**config.mk**
```make
export PLATFORM = sky130hd
export DESIGN_NAME = aspect_fit_nearest_scaler_map_top
export DESIGN_NICKNAME = d
export VERILOG_FILES = /design/src/afnm_pkg.sv /design/src/afnm_fit.sv /design/src/afnm_front.sv /design/src/afnm_fifo.sv /design/src/afnm_div_pipe.sv /design/src/afnm_back.sv /design/src/aspect_fit_nearest_scaler_map_top.sv
export SDC_FILE = /design/constraint.sdc
export NUM_CORES = 2
export LEC_CHECK = 0
export ABC_CLOCK_PERIOD_IN_PS = 8150
export BUFFER_PORTS_ARGS = -buffer_cell sky130_fd_sc_hd__buf_2
export CAP_MARGIN = 20
export CORE_UTILIZATION = 50
export CTS_CLUSTER_DIAMETER = 60
export CTS_CLUSTER_SIZE = 16
export DETAILED_ROUTE_END_ITERATION = 16
export GPL_TIMING_DRIVEN = 0
export HOLD_SLACK_MARGIN = 0.12
export PLACE_DENSITY = 0.76
export SLEW_MARGIN = 20
export SYNTH_ARGS = -nofsm -noshare
export SYNTH_HDL_FRONTEND = slang
export SYNTH_SLANG_ARGS = --single-unit
export TNS_END_PERCENT = 50
```
**constraint.sdc**
```tcl
create_clock -name clk -period 8.15 [get_ports clk]
set_input_delay 0.4075 -clock clk [delete_from_list [all_inputs] [get_ports clk]]
set_output_delay 0.4075 -clock clk [all_outputs]
set_load 0.02 [all_outputs]
```
**src/afnm_pkg.sv**
```systemverilog
// Package of types and constants shared by the aspect-fit scaler map block.
package afnm_pkg;

    localparam int DIM_W       = 12;
    localparam int STRIDE_W    = 16;
    localparam int FB_W        = 32;
    localparam int OFFSET_W    = 30;
    localparam int LINE_W      = 29;
    localparam int DVD_W       = 2 * DIM_W;
    localparam int FIT_DIV_STEPS = 2 * DIM_W;
    localparam int FIFO_DEPTH  = 4;
    localparam int FIFO_PTR_W  = 2;
    localparam int FIFO_CNT_W  = 3;
    localparam int CFG_IDX_W   = 4;

    localparam logic [CFG_IDX_W-1:0] REG_SOURCE_WIDTH  = 4'd0;
    localparam logic [CFG_IDX_W-1:0] REG_SOURCE_HEIGHT = 4'd1;
    localparam logic [CFG_IDX_W-1:0] REG_SCREEN_WIDTH  = 4'd2;
    localparam logic [CFG_IDX_W-1:0] REG_SCREEN_HEIGHT = 4'd3;
    localparam logic [CFG_IDX_W-1:0] REG_LINE_STRIDE   = 4'd4;
    localparam logic [CFG_IDX_W-1:0] REG_PAN_X         = 4'd5;
    localparam logic [CFG_IDX_W-1:0] REG_PAN_Y         = 4'd6;
    localparam logic [CFG_IDX_W-1:0] REG_FB_BYTES      = 4'd7;

    localparam logic [DIM_W-1:0]    RST_SOURCE_WIDTH  = 12'd320;
    localparam logic [DIM_W-1:0]    RST_SOURCE_HEIGHT = 12'd240;
    localparam logic [DIM_W-1:0]    RST_SCREEN_WIDTH  = 12'd1024;
    localparam logic [DIM_W-1:0]    RST_SCREEN_HEIGHT = 12'd768;
    localparam logic [STRIDE_W-1:0] RST_LINE_STRIDE   = 16'd4096;
    localparam logic [FB_W-1:0]     RST_FB_BYTES      = 32'd3145728;
    localparam logic [DIM_W-1:0]    RST_FIT_WIDTH     = 12'd1024;
    localparam logic [DIM_W-1:0]    RST_FIT_HEIGHT    = 12'd768;

    typedef struct packed {
        logic [DIM_W-1:0] dest_x;
        logic [DIM_W-1:0] dest_y;
    } item_t;

    typedef struct packed {
        logic                in_image;
        logic [DIM_W-1:0]    src_col;
        logic [DIM_W-1:0]    src_row;
        logic [OFFSET_W-1:0] fb_offset;
        logic                write_ok;
    } result_t;

    typedef struct packed {
        logic [DIM_W-1:0]    src_width;
        logic [DIM_W-1:0]    source_height;
        logic [DIM_W-1:0]    screen_width;
        logic [DIM_W-1:0]    screen_height;
        logic [STRIDE_W-1:0] line_stride;
        logic [DIM_W-1:0]    pan_x;
        logic [DIM_W-1:0]    pan_y;
        logic [FB_W-1:0]     fb_bytes;
        logic [DIM_W-1:0]    fit_width;
        logic [DIM_W-1:0]    fit_height;
        logic [DIM_W-1:0]    margin_x;
        logic [DIM_W-1:0]    margin_y;
    } cfg_t;

    typedef struct packed {
        logic                in_image;
        logic                write_ok;
        logic [OFFSET_W-1:0] fb_offset;
        logic [DVD_W-1:0]    col_num;
        logic [DVD_W-1:0]    row_num;
    } job_t;

    typedef enum logic [2:0] {
        FIT_IDLE,
        FIT_START,
        FIT_DIV_H,
        FIT_DIV_W,
        FIT_FINISH
    } fit_state_t;

endpackage

```
**src/afnm_fit.sv**
```systemverilog
// Configuration registers and the sequencer that fits and centres the scaled image.
module afnm_fit
    import afnm_pkg::*;
#(
    parameter int MAX_DIM = 4096
)(
    input  logic                 clk,
    input  logic                 rst_n,
    input  logic                 cfg_we,
    input  logic [CFG_IDX_W-1:0] cfg_index,
    input  logic [FB_W-1:0]      cfg_data,
    output cfg_t                 cfg,
    output logic                 busy
);

    fit_state_t       state_reg, state_next;
    cfg_t             cfg_reg, cfg_next;
    logic [DIM_W-1:0] rem_reg, rem_next;
    logic [DVD_W-1:0] dvd_reg, dvd_next;
    logic [DVD_W-1:0] quo_reg, quo_next;
    logic [DIM_W-1:0] dsr_reg, dsr_next;
    logic [4:0]       cnt_reg, cnt_next;

    logic [DIM_W:0]   trial;
    logic             fits;
    logic [DIM_W-1:0] rem_step;
    logic [DVD_W-1:0] quo_step;
    logic [DIM_W-1:0] cap_val;

    // Dimension registers keep the low 12 bits of the data, limited to MAX_DIM - 1.
    assign cap_val = ({20'd0, cfg_data[DIM_W-1:0]} > 32'(MAX_DIM - 1)) ?
                     DIM_W'(MAX_DIM - 1) : cfg_data[DIM_W-1:0];

    // One quotient bit per cycle of the shared restoring divider.
    assign trial    = {rem_reg, dvd_reg[DVD_W-1]};
    assign fits     = trial >= {1'b0, dsr_reg};
    assign rem_step = fits ? DIM_W'(trial - {1'b0, dsr_reg}) : trial[DIM_W-1:0];
    assign quo_step = {quo_reg[DVD_W-2:0], fits};

    always_comb
    begin
        state_next = state_reg;
        cfg_next   = cfg_reg;
        rem_next   = rem_reg;
        dvd_next   = dvd_reg;
        quo_next   = quo_reg;
        dsr_next   = dsr_reg;
        cnt_next   = cnt_reg;
        unique case (state_reg)
            FIT_IDLE:
            begin
            end
            FIT_START:
            begin
                if (cfg_reg.src_width == '0 || cfg_reg.source_height == '0)
                begin
                    cfg_next.fit_width  = '0;
                    cfg_next.fit_height = '0;
                    state_next = FIT_FINISH;
                end
                else
                begin
                    dvd_next   = cfg_reg.source_height * cfg_reg.screen_width;
                    dsr_next   = cfg_reg.src_width;
                    rem_next   = '0;
                    quo_next   = '0;
                    cnt_next   = '0;
                    state_next = FIT_DIV_H;
                end
            end
            FIT_DIV_H:
            begin
                rem_next = rem_step;
                dvd_next = {dvd_reg[DVD_W-2:0], 1'b0};
                quo_next = quo_step;
                cnt_next = cnt_reg + 5'd1;
                if (cnt_reg == 5'(FIT_DIV_STEPS - 1))
                begin
                    if (quo_step > {12'd0, cfg_reg.screen_height})
                    begin
                        dvd_next   = cfg_reg.src_width * cfg_reg.screen_height;
                        dsr_next   = cfg_reg.source_height;
                        rem_next   = '0;
                        quo_next   = '0;
                        cnt_next   = '0;
                        state_next = FIT_DIV_W;
                    end
                    else
                    begin
                        cfg_next.fit_width  = cfg_reg.screen_width;
                        cfg_next.fit_height = quo_step[DIM_W-1:0];
                        state_next = FIT_FINISH;
                    end
                end
            end
            FIT_DIV_W:
            begin
                rem_next = rem_step;
                dvd_next = {dvd_reg[DVD_W-2:0], 1'b0};
                quo_next = quo_step;
                cnt_next = cnt_reg + 5'd1;
                if (cnt_reg == 5'(FIT_DIV_STEPS - 1))
                begin
                    cfg_next.fit_width  = quo_step[DIM_W-1:0];
                    cfg_next.fit_height = cfg_reg.screen_height;
                    state_next = FIT_FINISH;
                end
            end
            FIT_FINISH:
            begin
                cfg_next.margin_x = DIM_W'((cfg_reg.screen_width - cfg_reg.fit_width) >> 1);
                cfg_next.margin_y = DIM_W'((cfg_reg.screen_height - cfg_reg.fit_height) >> 1);
                state_next = FIT_IDLE;
            end
            default:
            begin
                state_next = FIT_IDLE;
            end
        endcase

        // A register write restarts the fit from the new values; an unknown index
        // leaves everything, including a fit in progress, untouched.
        if (cfg_we)
        begin
            unique case (cfg_index)
                REG_SOURCE_WIDTH:  cfg_next.src_width     = cap_val;
                REG_SOURCE_HEIGHT: cfg_next.source_height = cap_val;
                REG_SCREEN_WIDTH:  cfg_next.screen_width  = cap_val;
                REG_SCREEN_HEIGHT: cfg_next.screen_height = cap_val;
                REG_LINE_STRIDE:   cfg_next.line_stride   = cfg_data[STRIDE_W-1:0];
                REG_PAN_X:         cfg_next.pan_x         = cfg_data[DIM_W-1:0];
                REG_PAN_Y:         cfg_next.pan_y         = cfg_data[DIM_W-1:0];
                REG_FB_BYTES:      cfg_next.fb_bytes      = cfg_data;
                default:           ;
            endcase
            if (cfg_index <= REG_FB_BYTES)
            begin
                state_next = FIT_START;
            end
        end
    end

    always_ff @(posedge clk or negedge rst_n)
    begin
        if (!rst_n)
        begin
            state_reg             <= FIT_IDLE;
            cfg_reg.src_width     <= RST_SOURCE_WIDTH;
            cfg_reg.source_height <= RST_SOURCE_HEIGHT;
            cfg_reg.screen_width  <= RST_SCREEN_WIDTH;
            cfg_reg.screen_height <= RST_SCREEN_HEIGHT;
            cfg_reg.line_stride   <= RST_LINE_STRIDE;
            cfg_reg.pan_x         <= '0;
            cfg_reg.pan_y         <= '0;
            cfg_reg.fb_bytes      <= RST_FB_BYTES;
            cfg_reg.fit_width     <= RST_FIT_WIDTH;
            cfg_reg.fit_height    <= RST_FIT_HEIGHT;
            cfg_reg.margin_x      <= '0;
            cfg_reg.margin_y      <= '0;
            cnt_reg               <= '0;
        end
        else
        begin
            state_reg <= state_next;
            cfg_reg   <= cfg_next;
            cnt_reg   <= cnt_next;
        end
    end

    always_ff @(posedge clk)
    begin
        rem_reg <= rem_next;
        dvd_reg <= dvd_next;
        quo_reg <= quo_next;
        dsr_reg <= dsr_next;
    end

    assign cfg  = cfg_reg;
    assign busy = state_reg != FIT_IDLE;

endmodule

```
**src/afnm_front.sv**
```systemverilog
// Front part: classifies each pixel, forms the offset, bounds check and dividends.
module afnm_front
    import afnm_pkg::*;
(
    input  logic  clk,
    input  logic  rst_n,
    input  logic  accept,
    input  item_t item,
    input  cfg_t  cfg,
    output logic  push,
    output job_t  job
);

    logic               a_valid_reg;
    logic [DIM_W-1:0]   a_dx_reg;
    logic               a_vis_reg;
    logic               a_hit_reg;
    logic [LINE_W-1:0]  a_line_reg;
    logic [DVD_W-1:0]   a_col_reg;
    logic [DVD_W:0]     a_row_reg;
    logic               push_reg;
    job_t               job_reg;

    logic               vis, hx, hy;
    logic [DIM_W-1:0]   u, t;
    logic [DIM_W:0]     sum_x, sum_mx;
    logic [FB_W:0]      row_end;

    assign vis = item.dest_x < cfg.screen_width && item.dest_y < cfg.screen_height;
    assign hx  = item.dest_x >= cfg.margin_x &&
                 {1'b0, item.dest_x} < ({1'b0, cfg.margin_x} + {1'b0, cfg.fit_width});
    assign hy  = item.dest_y >= cfg.margin_y &&
                 {1'b0, item.dest_y} < ({1'b0, cfg.margin_y} + {1'b0, cfg.fit_height});
    assign u   = item.dest_x - cfg.margin_x;
    assign t   = item.dest_y - cfg.margin_y;

    always_ff @(posedge clk)
    begin
        a_dx_reg   <= item.dest_x;
        a_vis_reg  <= vis;
        a_hit_reg  <= vis && hx && hy;
        a_line_reg <= LINE_W'({1'b0, item.dest_y} + {1'b0, cfg.pan_y})
                    * LINE_W'(cfg.line_stride);
        a_col_reg  <= u * cfg.src_width;
        a_row_reg  <= ({1'b0, t} + 13'd1) * cfg.source_height;
    end

    assign sum_x   = {1'b0, a_dx_reg} + {1'b0, cfg.pan_x};
    assign sum_mx  = {1'b0, cfg.margin_x} + {1'b0, cfg.pan_x};
    // The whole image row has to end inside framebuffer memory.
    assign row_end = (FB_W+1)'(a_line_reg) + (FB_W+1)'({sum_mx, 2'b00})
                   + (FB_W+1)'({cfg.fit_width, 2'b00});

    always_ff @(posedge clk)
    begin
        job_reg.in_image  <= a_hit_reg;
        job_reg.write_ok  <= a_vis_reg && (!a_hit_reg || row_end <= {1'b0, cfg.fb_bytes});
        job_reg.fb_offset <= OFFSET_W'(a_line_reg) + OFFSET_W'({sum_x, 2'b00});
        job_reg.col_num   <= a_col_reg;
        job_reg.row_num   <= DVD_W'(a_row_reg - 25'd1);
    end

    always_ff @(posedge clk or negedge rst_n)
    begin
        if (!rst_n)
        begin
            a_valid_reg <= 1'b0;
            push_reg    <= 1'b0;
        end
        else
        begin
            a_valid_reg <= accept;
            push_reg    <= a_valid_reg;
        end
    end

    assign push = push_reg;
    assign job  = job_reg;

endmodule

```
**src/afnm_fifo.sv**
```systemverilog
// Short queue of classified pixels between the front and back parts.
module afnm_fifo
    import afnm_pkg::*;
(
    input  logic                  clk,
    input  logic                  rst_n,
    input  logic                  push,
    input  job_t                  push_job,
    input  logic                  pop,
    output logic                  not_empty,
    output job_t                  head,
    output logic [FIFO_CNT_W-1:0] level
);

    job_t                  mem [FIFO_DEPTH];
    logic [FIFO_PTR_W-1:0] wr_ptr_reg, rd_ptr_reg;
    logic [FIFO_CNT_W-1:0] count_reg;
    logic                  do_pop;

    assign do_pop = pop && count_reg != '0;

    always_ff @(posedge clk)
    begin
        if (push)
        begin
            mem[wr_ptr_reg] <= push_job;
        end
    end

    always_ff @(posedge clk or negedge rst_n)
    begin
        if (!rst_n)
        begin
            wr_ptr_reg <= '0;
            rd_ptr_reg <= '0;
            count_reg  <= '0;
        end
        else
        begin
            if (push)
            begin
                wr_ptr_reg <= wr_ptr_reg + 1'b1;
            end
            if (do_pop)
            begin
                rd_ptr_reg <= rd_ptr_reg + 1'b1;
            end
            count_reg <= count_reg + FIFO_CNT_W'(push) - FIFO_CNT_W'(do_pop);
        end
    end

    assign not_empty = count_reg != '0;
    assign head      = mem[rd_ptr_reg];
    assign level     = count_reg;

endmodule

```
**src/afnm_div_pipe.sv**
```systemverilog
// Pipelined restoring divider giving one quotient bit per stage.
module afnm_div_pipe
    import afnm_pkg::*;
(
    input  logic             clk,
    input  logic [DVD_W-1:0] num,
    input  logic [DIM_W-1:0] den,
    output logic [DIM_W-1:0] quo
);

    logic [DIM_W-1:0] rem_reg [DIM_W];
    logic [DIM_W-1:0] low_reg [DIM_W];
    logic [DIM_W-1:0] q_reg   [DIM_W];

    // The numerator is below den times 4096, so the upper half starts below den.
    always_ff @(posedge clk)
    begin
        for (int i = 0; i < DIM_W; i++)
        begin
            logic [DIM_W-1:0] r_in, l_in, q_in;
            logic [DIM_W:0]   trial;
            logic             ge;
            r_in  = (i == 0) ? num[DVD_W-1:DIM_W] : rem_reg[i-1];
            l_in  = (i == 0) ? num[DIM_W-1:0]     : low_reg[i-1];
            q_in  = (i == 0) ? '0                 : q_reg[i-1];
            trial = {r_in, l_in[DIM_W-1]};
            ge    = trial >= {1'b0, den};
            rem_reg[i] <= ge ? DIM_W'(trial - {1'b0, den}) : trial[DIM_W-1:0];
            low_reg[i] <= {l_in[DIM_W-2:0], 1'b0};
            q_reg[i]   <= {q_in[DIM_W-2:0], ge};
        end
    end

    assign quo = q_reg[DIM_W-1];

endmodule

```
**src/afnm_back.sv**
```systemverilog
// Back part: divides out the source column and row and registers the result.
module afnm_back
    import afnm_pkg::*;
(
    input  logic    clk,
    input  logic    rst_n,
    input  logic    job_valid,
    input  job_t    job,
    input  cfg_t    cfg,
    output logic    pop,
    output logic    done,
    output result_t result
);

    logic                valid_reg  [DIM_W];
    logic                inside_reg [DIM_W];
    logic                ok_reg     [DIM_W];
    logic [OFFSET_W-1:0] off_reg    [DIM_W];
    logic [DIM_W-1:0]    col_q, row_q;
    logic                done_reg;
    result_t             result_reg;

    afnm_div_pipe u_col_div (
        .clk (clk),
        .num (job.col_num),
        .den (cfg.fit_width),
        .quo (col_q)
    );

    afnm_div_pipe u_row_div (
        .clk (clk),
        .num (job.row_num),
        .den (cfg.fit_height),
        .quo (row_q)
    );

    assign pop = job_valid;

    always_ff @(posedge clk)
    begin
        for (int i = 0; i < DIM_W; i++)
        begin
            inside_reg[i] <= (i == 0) ? job.in_image  : inside_reg[i-1];
            ok_reg[i]     <= (i == 0) ? job.write_ok  : ok_reg[i-1];
            off_reg[i]    <= (i == 0) ? job.fb_offset : off_reg[i-1];
        end
        result_reg.in_image  <= inside_reg[DIM_W-1];
        result_reg.src_col   <= inside_reg[DIM_W-1] ? col_q : '0;
        result_reg.src_row   <= inside_reg[DIM_W-1] ? row_q : '0;
        result_reg.fb_offset <= off_reg[DIM_W-1];
        result_reg.write_ok  <= ok_reg[DIM_W-1];
    end

    always_ff @(posedge clk or negedge rst_n)
    begin
        if (!rst_n)
        begin
            for (int i = 0; i < DIM_W; i++)
            begin
                valid_reg[i] <= 1'b0;
            end
            done_reg <= 1'b0;
        end
        else
        begin
            for (int i = 0; i < DIM_W; i++)
            begin
                valid_reg[i] <= (i == 0) ? job_valid : valid_reg[i-1];
            end
            done_reg <= valid_reg[DIM_W-1];
        end
    end

    assign done   = done_reg;
    assign result = result_reg;

endmodule

```
**src/aspect_fit_nearest_scaler_map_top.sv**
```systemverilog
// Top level of the aspect-fit nearest-neighbour scaler address map.
//
//  channel   signals                              transaction
//  item      start, busy, item                    start high and busy low at a clock edge
//  result    done, result                         done high for one cycle
//  config    cfg_we, cfg_index, cfg_data          cfg_we high at a clock edge
//
// One pixel is accepted per clock while busy is low; its result passes two
// front stages, the queue, the 12-stage column and row dividers and the output register.
// After a register write busy stays high while the shared serial divider
// refits the image, one quotient bit per cycle over up to two divisions.
// Reset loads the default configuration and its fit at once. Results cannot be held off.
module aspect_fit_nearest_scaler_map_top
    import afnm_pkg::*;
#(
    parameter int MAX_DIM = 4096
)(
    input  logic                 clk,
    input  logic                 rst_n,
    input  logic                 start,
    output logic                 busy,
    input  item_t                item,
    output logic                 done,
    output result_t              result,
    input  logic                 cfg_we,
    input  logic [CFG_IDX_W-1:0] cfg_index,
    input  logic [FB_W-1:0]      cfg_data
);

    cfg_t                  cfg;
    logic                  fit_busy;
    logic                  accept;
    logic                  push;
    job_t                  push_job;
    logic                  pop;
    logic                  not_empty;
    job_t                  head;
    logic [FIFO_CNT_W-1:0] level;

    afnm_fit #(
        .MAX_DIM (MAX_DIM)
    ) u_fit (
        .clk       (clk),
        .rst_n     (rst_n),
        .cfg_we    (cfg_we),
        .cfg_index (cfg_index),
        .cfg_data  (cfg_data),
        .cfg       (cfg),
        .busy      (fit_busy)
    );

    // Room is kept in the queue for the two pixels still in the front stages.
    assign busy   = fit_busy || level >= FIFO_CNT_W'(FIFO_DEPTH - 2);
    assign accept = start && !busy;

    afnm_front u_front (
        .clk    (clk),
        .rst_n  (rst_n),
        .accept (accept),
        .item   (item),
        .cfg    (cfg),
        .push   (push),
        .job    (push_job)
    );

    afnm_fifo u_fifo (
        .clk       (clk),
        .rst_n     (rst_n),
        .push      (push),
        .push_job  (push_job),
        .pop       (pop),
        .not_empty (not_empty),
        .head      (head),
        .level     (level)
    );

    afnm_back u_back (
        .clk       (clk),
        .rst_n     (rst_n),
        .job_valid (not_empty),
        .job       (head),
        .cfg       (cfg),
        .pop       (pop),
        .done      (done),
        .result    (result)
    );

endmodule

```
### Word-level counts from Yosys, hierarchy flattened

Memories as Yosys holds them, arrays and structs flattened. A register that Yosys moved wholly into a read port is not among the register bits.
Index checks and enable logic that the tools add are counted.

| storage, ports and cells | value |
|---|---|
| bits in registers | 439 |
| memory bits (writable) | 1544 |
| input port bits | 64 |
| word-level logic and storage cells | 252 |
| memories | 10 |

Memory list:

| name | depth | width | rd ports | clocked after memory_dff | write ports | line | source |
|---|---|---|---|---|---|---|---|
| u_back.off_reg | 12 | 30 | 12 | 1 | 12 | afnm_back.sv:18 | `logic [OFFSET_W-1:0] off_reg [DIM_W];` |
| u_fifo.mem | 4 | 80 | 1 | 0 | 1 | afnm_fifo.sv:15 | `job_t mem [FIFO_DEPTH];` |
| u_back.u_col_div.q_reg | 12 | 12 | 12 | 1 | 12 | afnm_div_pipe.sv:13 | `logic [DIM_W-1:0] q_reg [DIM_W];` |
| u_back.u_col_div.rem_reg | 12 | 12 | 11 | 0 | 12 | afnm_div_pipe.sv:11 | `logic [DIM_W-1:0] rem_reg [DIM_W];` |
| u_back.u_row_div.q_reg | 12 | 12 | 12 | 1 | 12 | afnm_div_pipe.sv:13 |  |
| u_back.u_row_div.rem_reg | 12 | 12 | 11 | 0 | 12 | afnm_div_pipe.sv:11 |  |
| +4 memories | n/a | n/a | n/a | n/a | n/a | n/a |  |

| operators by class | value |
|---|---|
| $add $sub $neg | 44 |
| multiply operators | 5 |
| magnitude comparators | 35 |
| equality and inequality tests | 18 |
| mux-type cells | 59 |
| reduce and logical (&&, ||, !) cells | 33 |

Operator list:

| cell | count |
|---|---|
| $mux 12 | 31 |
| $ge 13x12->1 | 25 |
| $sub 12x12->12 | 27 |
| $mux 24 | 7 |
| $pmux 24 s3 | 2 |
| $mul 12x12->24 | 3 |
| $mux 23 | 3 |
| $pmux 23 s3 | 1 |
| $add 29x15->30 | 2 |
| $add 11x12->13 | 3 |
| $pmux 12 s3 | 1 |
| $add 33x14->33 | 1 |
| $le 33x32->1 | 1 |
| $mul 29x16->29 | 1 |
| $add 12x12->13 | 2 |
| $lt 12x13->1 | 2 |
| $ge 12x11->1 | 2 |
| $gt 24x12->1 | 1 |
| $logic_not 12->1 | 2 |
| $lt 12x12->1 | 2 |
| $mul 13x12->24 | 1 |
| $pmux 12 s2 | 1 |
| $sub 12x11->12 | 2 |
| $sub 24x1->24 const B | 1 |
| other kinds (31) | 70 |

### Logic depth before layout (Yosys ltp)

| logic depth | value |
|---|---|
| word-level depth | 7 |
| mapped depth | 38 |
| gate-level depth less buffers | 38 |

### Hierarchy

A second synthesis with hierarchy kept.

| second synthesis, totals | value |
|---|---|
| cells, all modules | 8738 |
| area total of the unflattened synthesis | 96603.9 um2 |

By module, submodules not included:

| module | instances | cells each | area each (um2) | sequential area each (um2) |
|---|---|---|---|---|
| afnm_front | 1 | 3094 | 27209.8 | 3473.3 |
| afnm_fit | 1 | 2131 | 21236.6 | 6505.0 |
| afnm_div_pipe (u_back.u_row_div) | 1 | 1291 | 13454.2 | 5525.3 |
| afnm_div_pipe (u_back.u_col_div) | 1 | 1288 | 13326.5 | 5525.3 |
| afnm_fifo | 1 | 452 | 12025.3 | 9784.4 |
| afnm_back | 1 | 480 | 9336.5 | 9133.8 |
| aspect_fit_nearest_scaler_map_top | 1 | 2 | 15.0 | 0.0 |

### Worst setup path after synthesis

Ideal clock, no wire load.

| path | value |
|---|---|
| path type | input to register |
| start point | input port item[0] (netlist bit) |
| end point | register u_front.a_row_reg[23] |
| setup time | 118 ps |
| data arrival time | 7071 ps |
| data required time | 8032 ps |
| setup slack | 961 ps |
| stages | 32 |
| buffers on the path | 1 |
| cells stage by stage | inv_1 ha_1 inv_1 fa_1 a211oi_1 o21bai_1 a2111o_1 nand2_1 xnor2_1 nand2_1 or2_2 xor2_1 buf_2 nand2_1 fa_1 fa_1 inv_1 fa_1 inv_1 fa_1 inv_1 fa_1 ha_1 and3_1 a21oi_1 o21ai_0 o41a_1 a41oi_1 a21oi_1 nand3_1 nand2_1 xnor2_1 |

| between the ends | value |
|---|---|
| cells in the longest elaborated chain, start to end | 3 |

RTL lines:

| what | line | source |
|---|---|---|
| from (decl) | aspect_fit_nearest_scaler_map_top.sv:22 | `input item_t item,` |
| $sub 12x11->12 | afnm_front.sv:35 | `assign t = item.dest_y - cfg.margin_y;` |
| $add 12x1->13 | afnm_front.sv:45 | `a_row_reg <= ({1'b0, t} + 13'd1) * cfg.source_height;` |
| $mul 13x12->24 | afnm_front.sv:45 |  |
| to (signal assigned) | afnm_front.sv:45 |  |
| to (decl) | afnm_front.sv:20 | `logic [DVD_W:0] a_row_reg;` |

Every way passes these cells.
A chain may end at the register's enable or synchronous reset.

### Worst setup path after layout

| path | value |
|---|---|
| start point | register u_fit.cfg_reg (netlist bit u_fit.cfg[0]) |
| end point | register u_front.a_row_reg[22] |

| between the ends | value |
|---|---|
| cells in the longest elaborated chain, start to end | 3 |

RTL lines:

| what | line | source |
|---|---|---|
| from (decl) | afnm_fit.sv:17 | `cfg_t cfg_reg, cfg_next;` |
| from (signal assigned) | afnm_fit.sv:165 | `cfg_reg <= cfg_next;` |
| $sub 12x11->12 | afnm_front.sv:35 |  |
| $add 12x1->13 | afnm_front.sv:45 |  |
| $mul 13x12->24 | afnm_front.sv:45 |  |

Every way passes these cells.

==> flow_summary.toml <==
[setup_path]
required_ns = 8.84
timing.critical_path.mode_cell = "fa_1"
critPathBufInv = 4
endpoint_kind = "flip-flop"
start_kind = "flip-flop"
rr_startpoint = "u_fit.cfg[0]"
reg2regPathDepth = 28
slowest_stage = "fa_1"
crit-reg2reg-capture = "u_front.a_row_reg[22]"
cp_max_fo = 10
cpLargestDelayFamily = "adder cells"
crit_type = "reg2reg"
arrival_ns = 8.61
r2r_slack_ns = 0.22
cpPeakStageDelay_ns = 0.55

[global_routing]
grt_remaining_overflow = 0
grt_pass1_wl_microns = 365000
grt_max_degree = 100
grt_usage_pct = 24.4
antenna_found_initial = 14
grt_pass1_vias = 66400

[sta]
tightest_slew_ns = 1.19
hold_slack_ns = 0.217
setup_violations = 0
slew_viol_final = 0
relSlewSlack_pct = 20.8
fin_ws_ns = 0.223
clock_skew_ns = 0.0953
finalHoldViolCount = 0
max_freq_mhz = 126
min_period_ns = 7.93
fin_crit_sh_pct = 97.3

[cts]
clk_latency_ns = 0.87
ctsRootBufferMaster = "clkbuf_16"
clock_path_buffers = 3
cts_buffers = 153
cts_max_level = 4
clk_pin_slew_ns = 0.08
cts_sinks = 1750
cts_tree = "built"

[detailed_routing]
drt-total-wl_microns = 231000
via_per_inst = 5.53
drtIter0Drc = 5364
via_count = 64900
drc = 0
drt_pass1_iterations = 6
wire_per_inst_microns = 19.7
antenna_left = 0

[final_layout]
layout_commonest_cell = "dfxtp_1"
fill_cells = 15400
final_area_sq_um = 104000
nets = 10700
fin_cells = 11700
multi_input_area_sq_um = 49600
drive_gt1_share_pct = 7.47
regArea_sq_um = 40000
most-common-layout-cells = "dfxtp_1, nand2_1, inv_1, ha_1, fa_1"
areaGrowthSynthToFinish_pct = 10.9
largest_reg_flops = 360

[placement]
gp_congestion = 0.968
portBuffers = 121
dpl.hpwl_microns = 171000
dpl_cell_area_sq_um = 97900
post-place-ws_ns = -0.629
dp.cells = 11400

[flow_run]
maxCapViolations = 0

[floorplan]
die-width_microns = 435
die-area_sq_um = 189000
core_area_sq_um = 186000
pin_count = 122
fp-row-count = 158
die_height_microns = 435
initial_core_util_pct = 50.5

[logic_synthesis]
synth-main-ff-cell = "dfxtp_1"
syn_nets = 10300
synth-seq-cells = 1750
synthDistinctLibCells = 82
synth-seq-area-share_pct = 42.6
yosys_warnings = 0
synthCells = 8777
synth.avg_cell_area_sq_um = 10.7
synth_edf_count = 391
syn_area_sq_um = 93800
synthArstFlopShare_pct = 11.2

[outcome]
status = "finished clean"

[hold_path]
hold_class = "in2async"
==> synthesized netlist by cell type, types with 5 or more instances <==
cell type / number / share of area, %
xor2_1: 160 / 1.5
nor2b_1: 117 / 0.78
nor4_1: 43 / 0.29
nand2_1: 1060 / 4.2
and3_1: 42 / 0.28
o31ai_1: 96 / 0.77
nor3_1: 154 / 0.82
inv_1: 950 / 3.8
dfstp_2: 15 / 0.42
a21boi_0: 38 / 0.30
a2111oi_0: 8 / 0.075
o21ai_0: 441 / 2.4
nor3b_1: 7 / 0.056
and2_1: 277 / 1.8
buf_1: 14 / 0.056
clkbuf_1: 253 / 1.0
mux2_2: 104 / 1.2
mux2i_1: 40 / 0.43
or2_2: 12 / 0.080
ha_1: 854 / 11
edfxtp_1: 391 / 13
a21o_1: 138 / 1.1
o22ai_1: 6 / 0.040
dfrtp_1: 181 / 4.8
o21bai_1: 54 / 0.43
or3_1: 48 / 0.32
o41ai_1: 7 / 0.065
dfxtp_1: 1163 / 25
buf_2: 5 / 0.027
nand3b_1: 8 / 0.064
o211ai_1: 13 / 0.10
mux4_2: 80 / 1.9
nand2b_1: 70 / 0.47
a21oi_1: 260 / 1.4
o21a_1: 130 / 1.0
nor2_1: 336 / 1.3
o31a_1: 27 / 0.25
fa_1: 599 / 13
xnor2_1: 260 / 2.4
a31oi_1: 11 / 0.073
nand3_1: 74 / 0.39
nand4_1: 99 / 0.66
a211oi_1: 58 / 0.46
==> worst min-delay path, delay by kind of cell <==
kind     cells  cell delay (ns)
buf+inv      3             1.07
==> per-stage QoR <==
step                      utilization, %  TNS (ns)
after global routing                56.0    -0.141
after floorplan                        -         0
final                               56.0         0
after CTS                           55.8   -0.0194
after global placement              52.5     -1.67
after detailed placement            52.7     -3.11
==> area by class of cell <==
class | count | area share, %
sequential | 1750 | 38.4
timing repair buffer | 208 | 1.55
inverter | 950 | 3.43
tap | 2480 | 2.98
clock inverter | 66 | 0.976
buffer | 272 | 1.05
multi-input combinational | 5805 | 47.7
antenna | 9 | 0.0216
clock buffer | 197 | 3.90
==> routing by layer <==
metal  global-route usage [%]  part of all wire, %  wire length, microns  up-vias
li1                         -                    -                     -    30200
met1                     32.5                   42                 97200    31800
met2                     38.9                   45                105000     2474
met3                     5.16                  8.3                 19200      493
met4                     9.85                  4.2                  9730        2
met5                        0               0.0048                    11        -
==> cell families after synthesis <==
kind of cell             Yosys count  share of synthesized area (%)
AND/OR/NAND/NOR                 2371                           11.9
flip-flops                      1750                           42.6
adder cells (fa/ha/maj)         1453                           24.2
AO/OA/AOI/OAI                   1336                           8.98
buffers and inverters           1222                           4.89
XOR/XNOR                         420                           3.92
multiplexers                     224                           3.59
other                              1                        0.00400
==> worst max path at each step <==
stage / endpoint / startpoint / depth (start not counted)
final: u_front.a_row_reg[22] / u_fit.cfg[0] / 28
after global routing: u_front.a_row_reg[22] / u_fit.cfg[0] / 31
after CTS: u_front.a_row_reg[22] / u_fit.cfg[1] / 28
after detailed placement: u_front.a_row_reg[22] / item[0] / 32
after global placement: u_front.a_row_reg[22] / item[0] / 32
after floorplan: u_front.a_row_reg[23] / item[0] / 32
==> timing repair <==
action	in CTS	in global routing
endpoints found under the hold margin	321	0
setup buffers	2	15
hold buffers	55	0
gates resized for setup	28	79
pin swaps	3	17
setup endpoints to repair	11	21
Power is not shown: default switching activity piles up to over one toggle a cycle in this logic, so the estimate is an artifact.
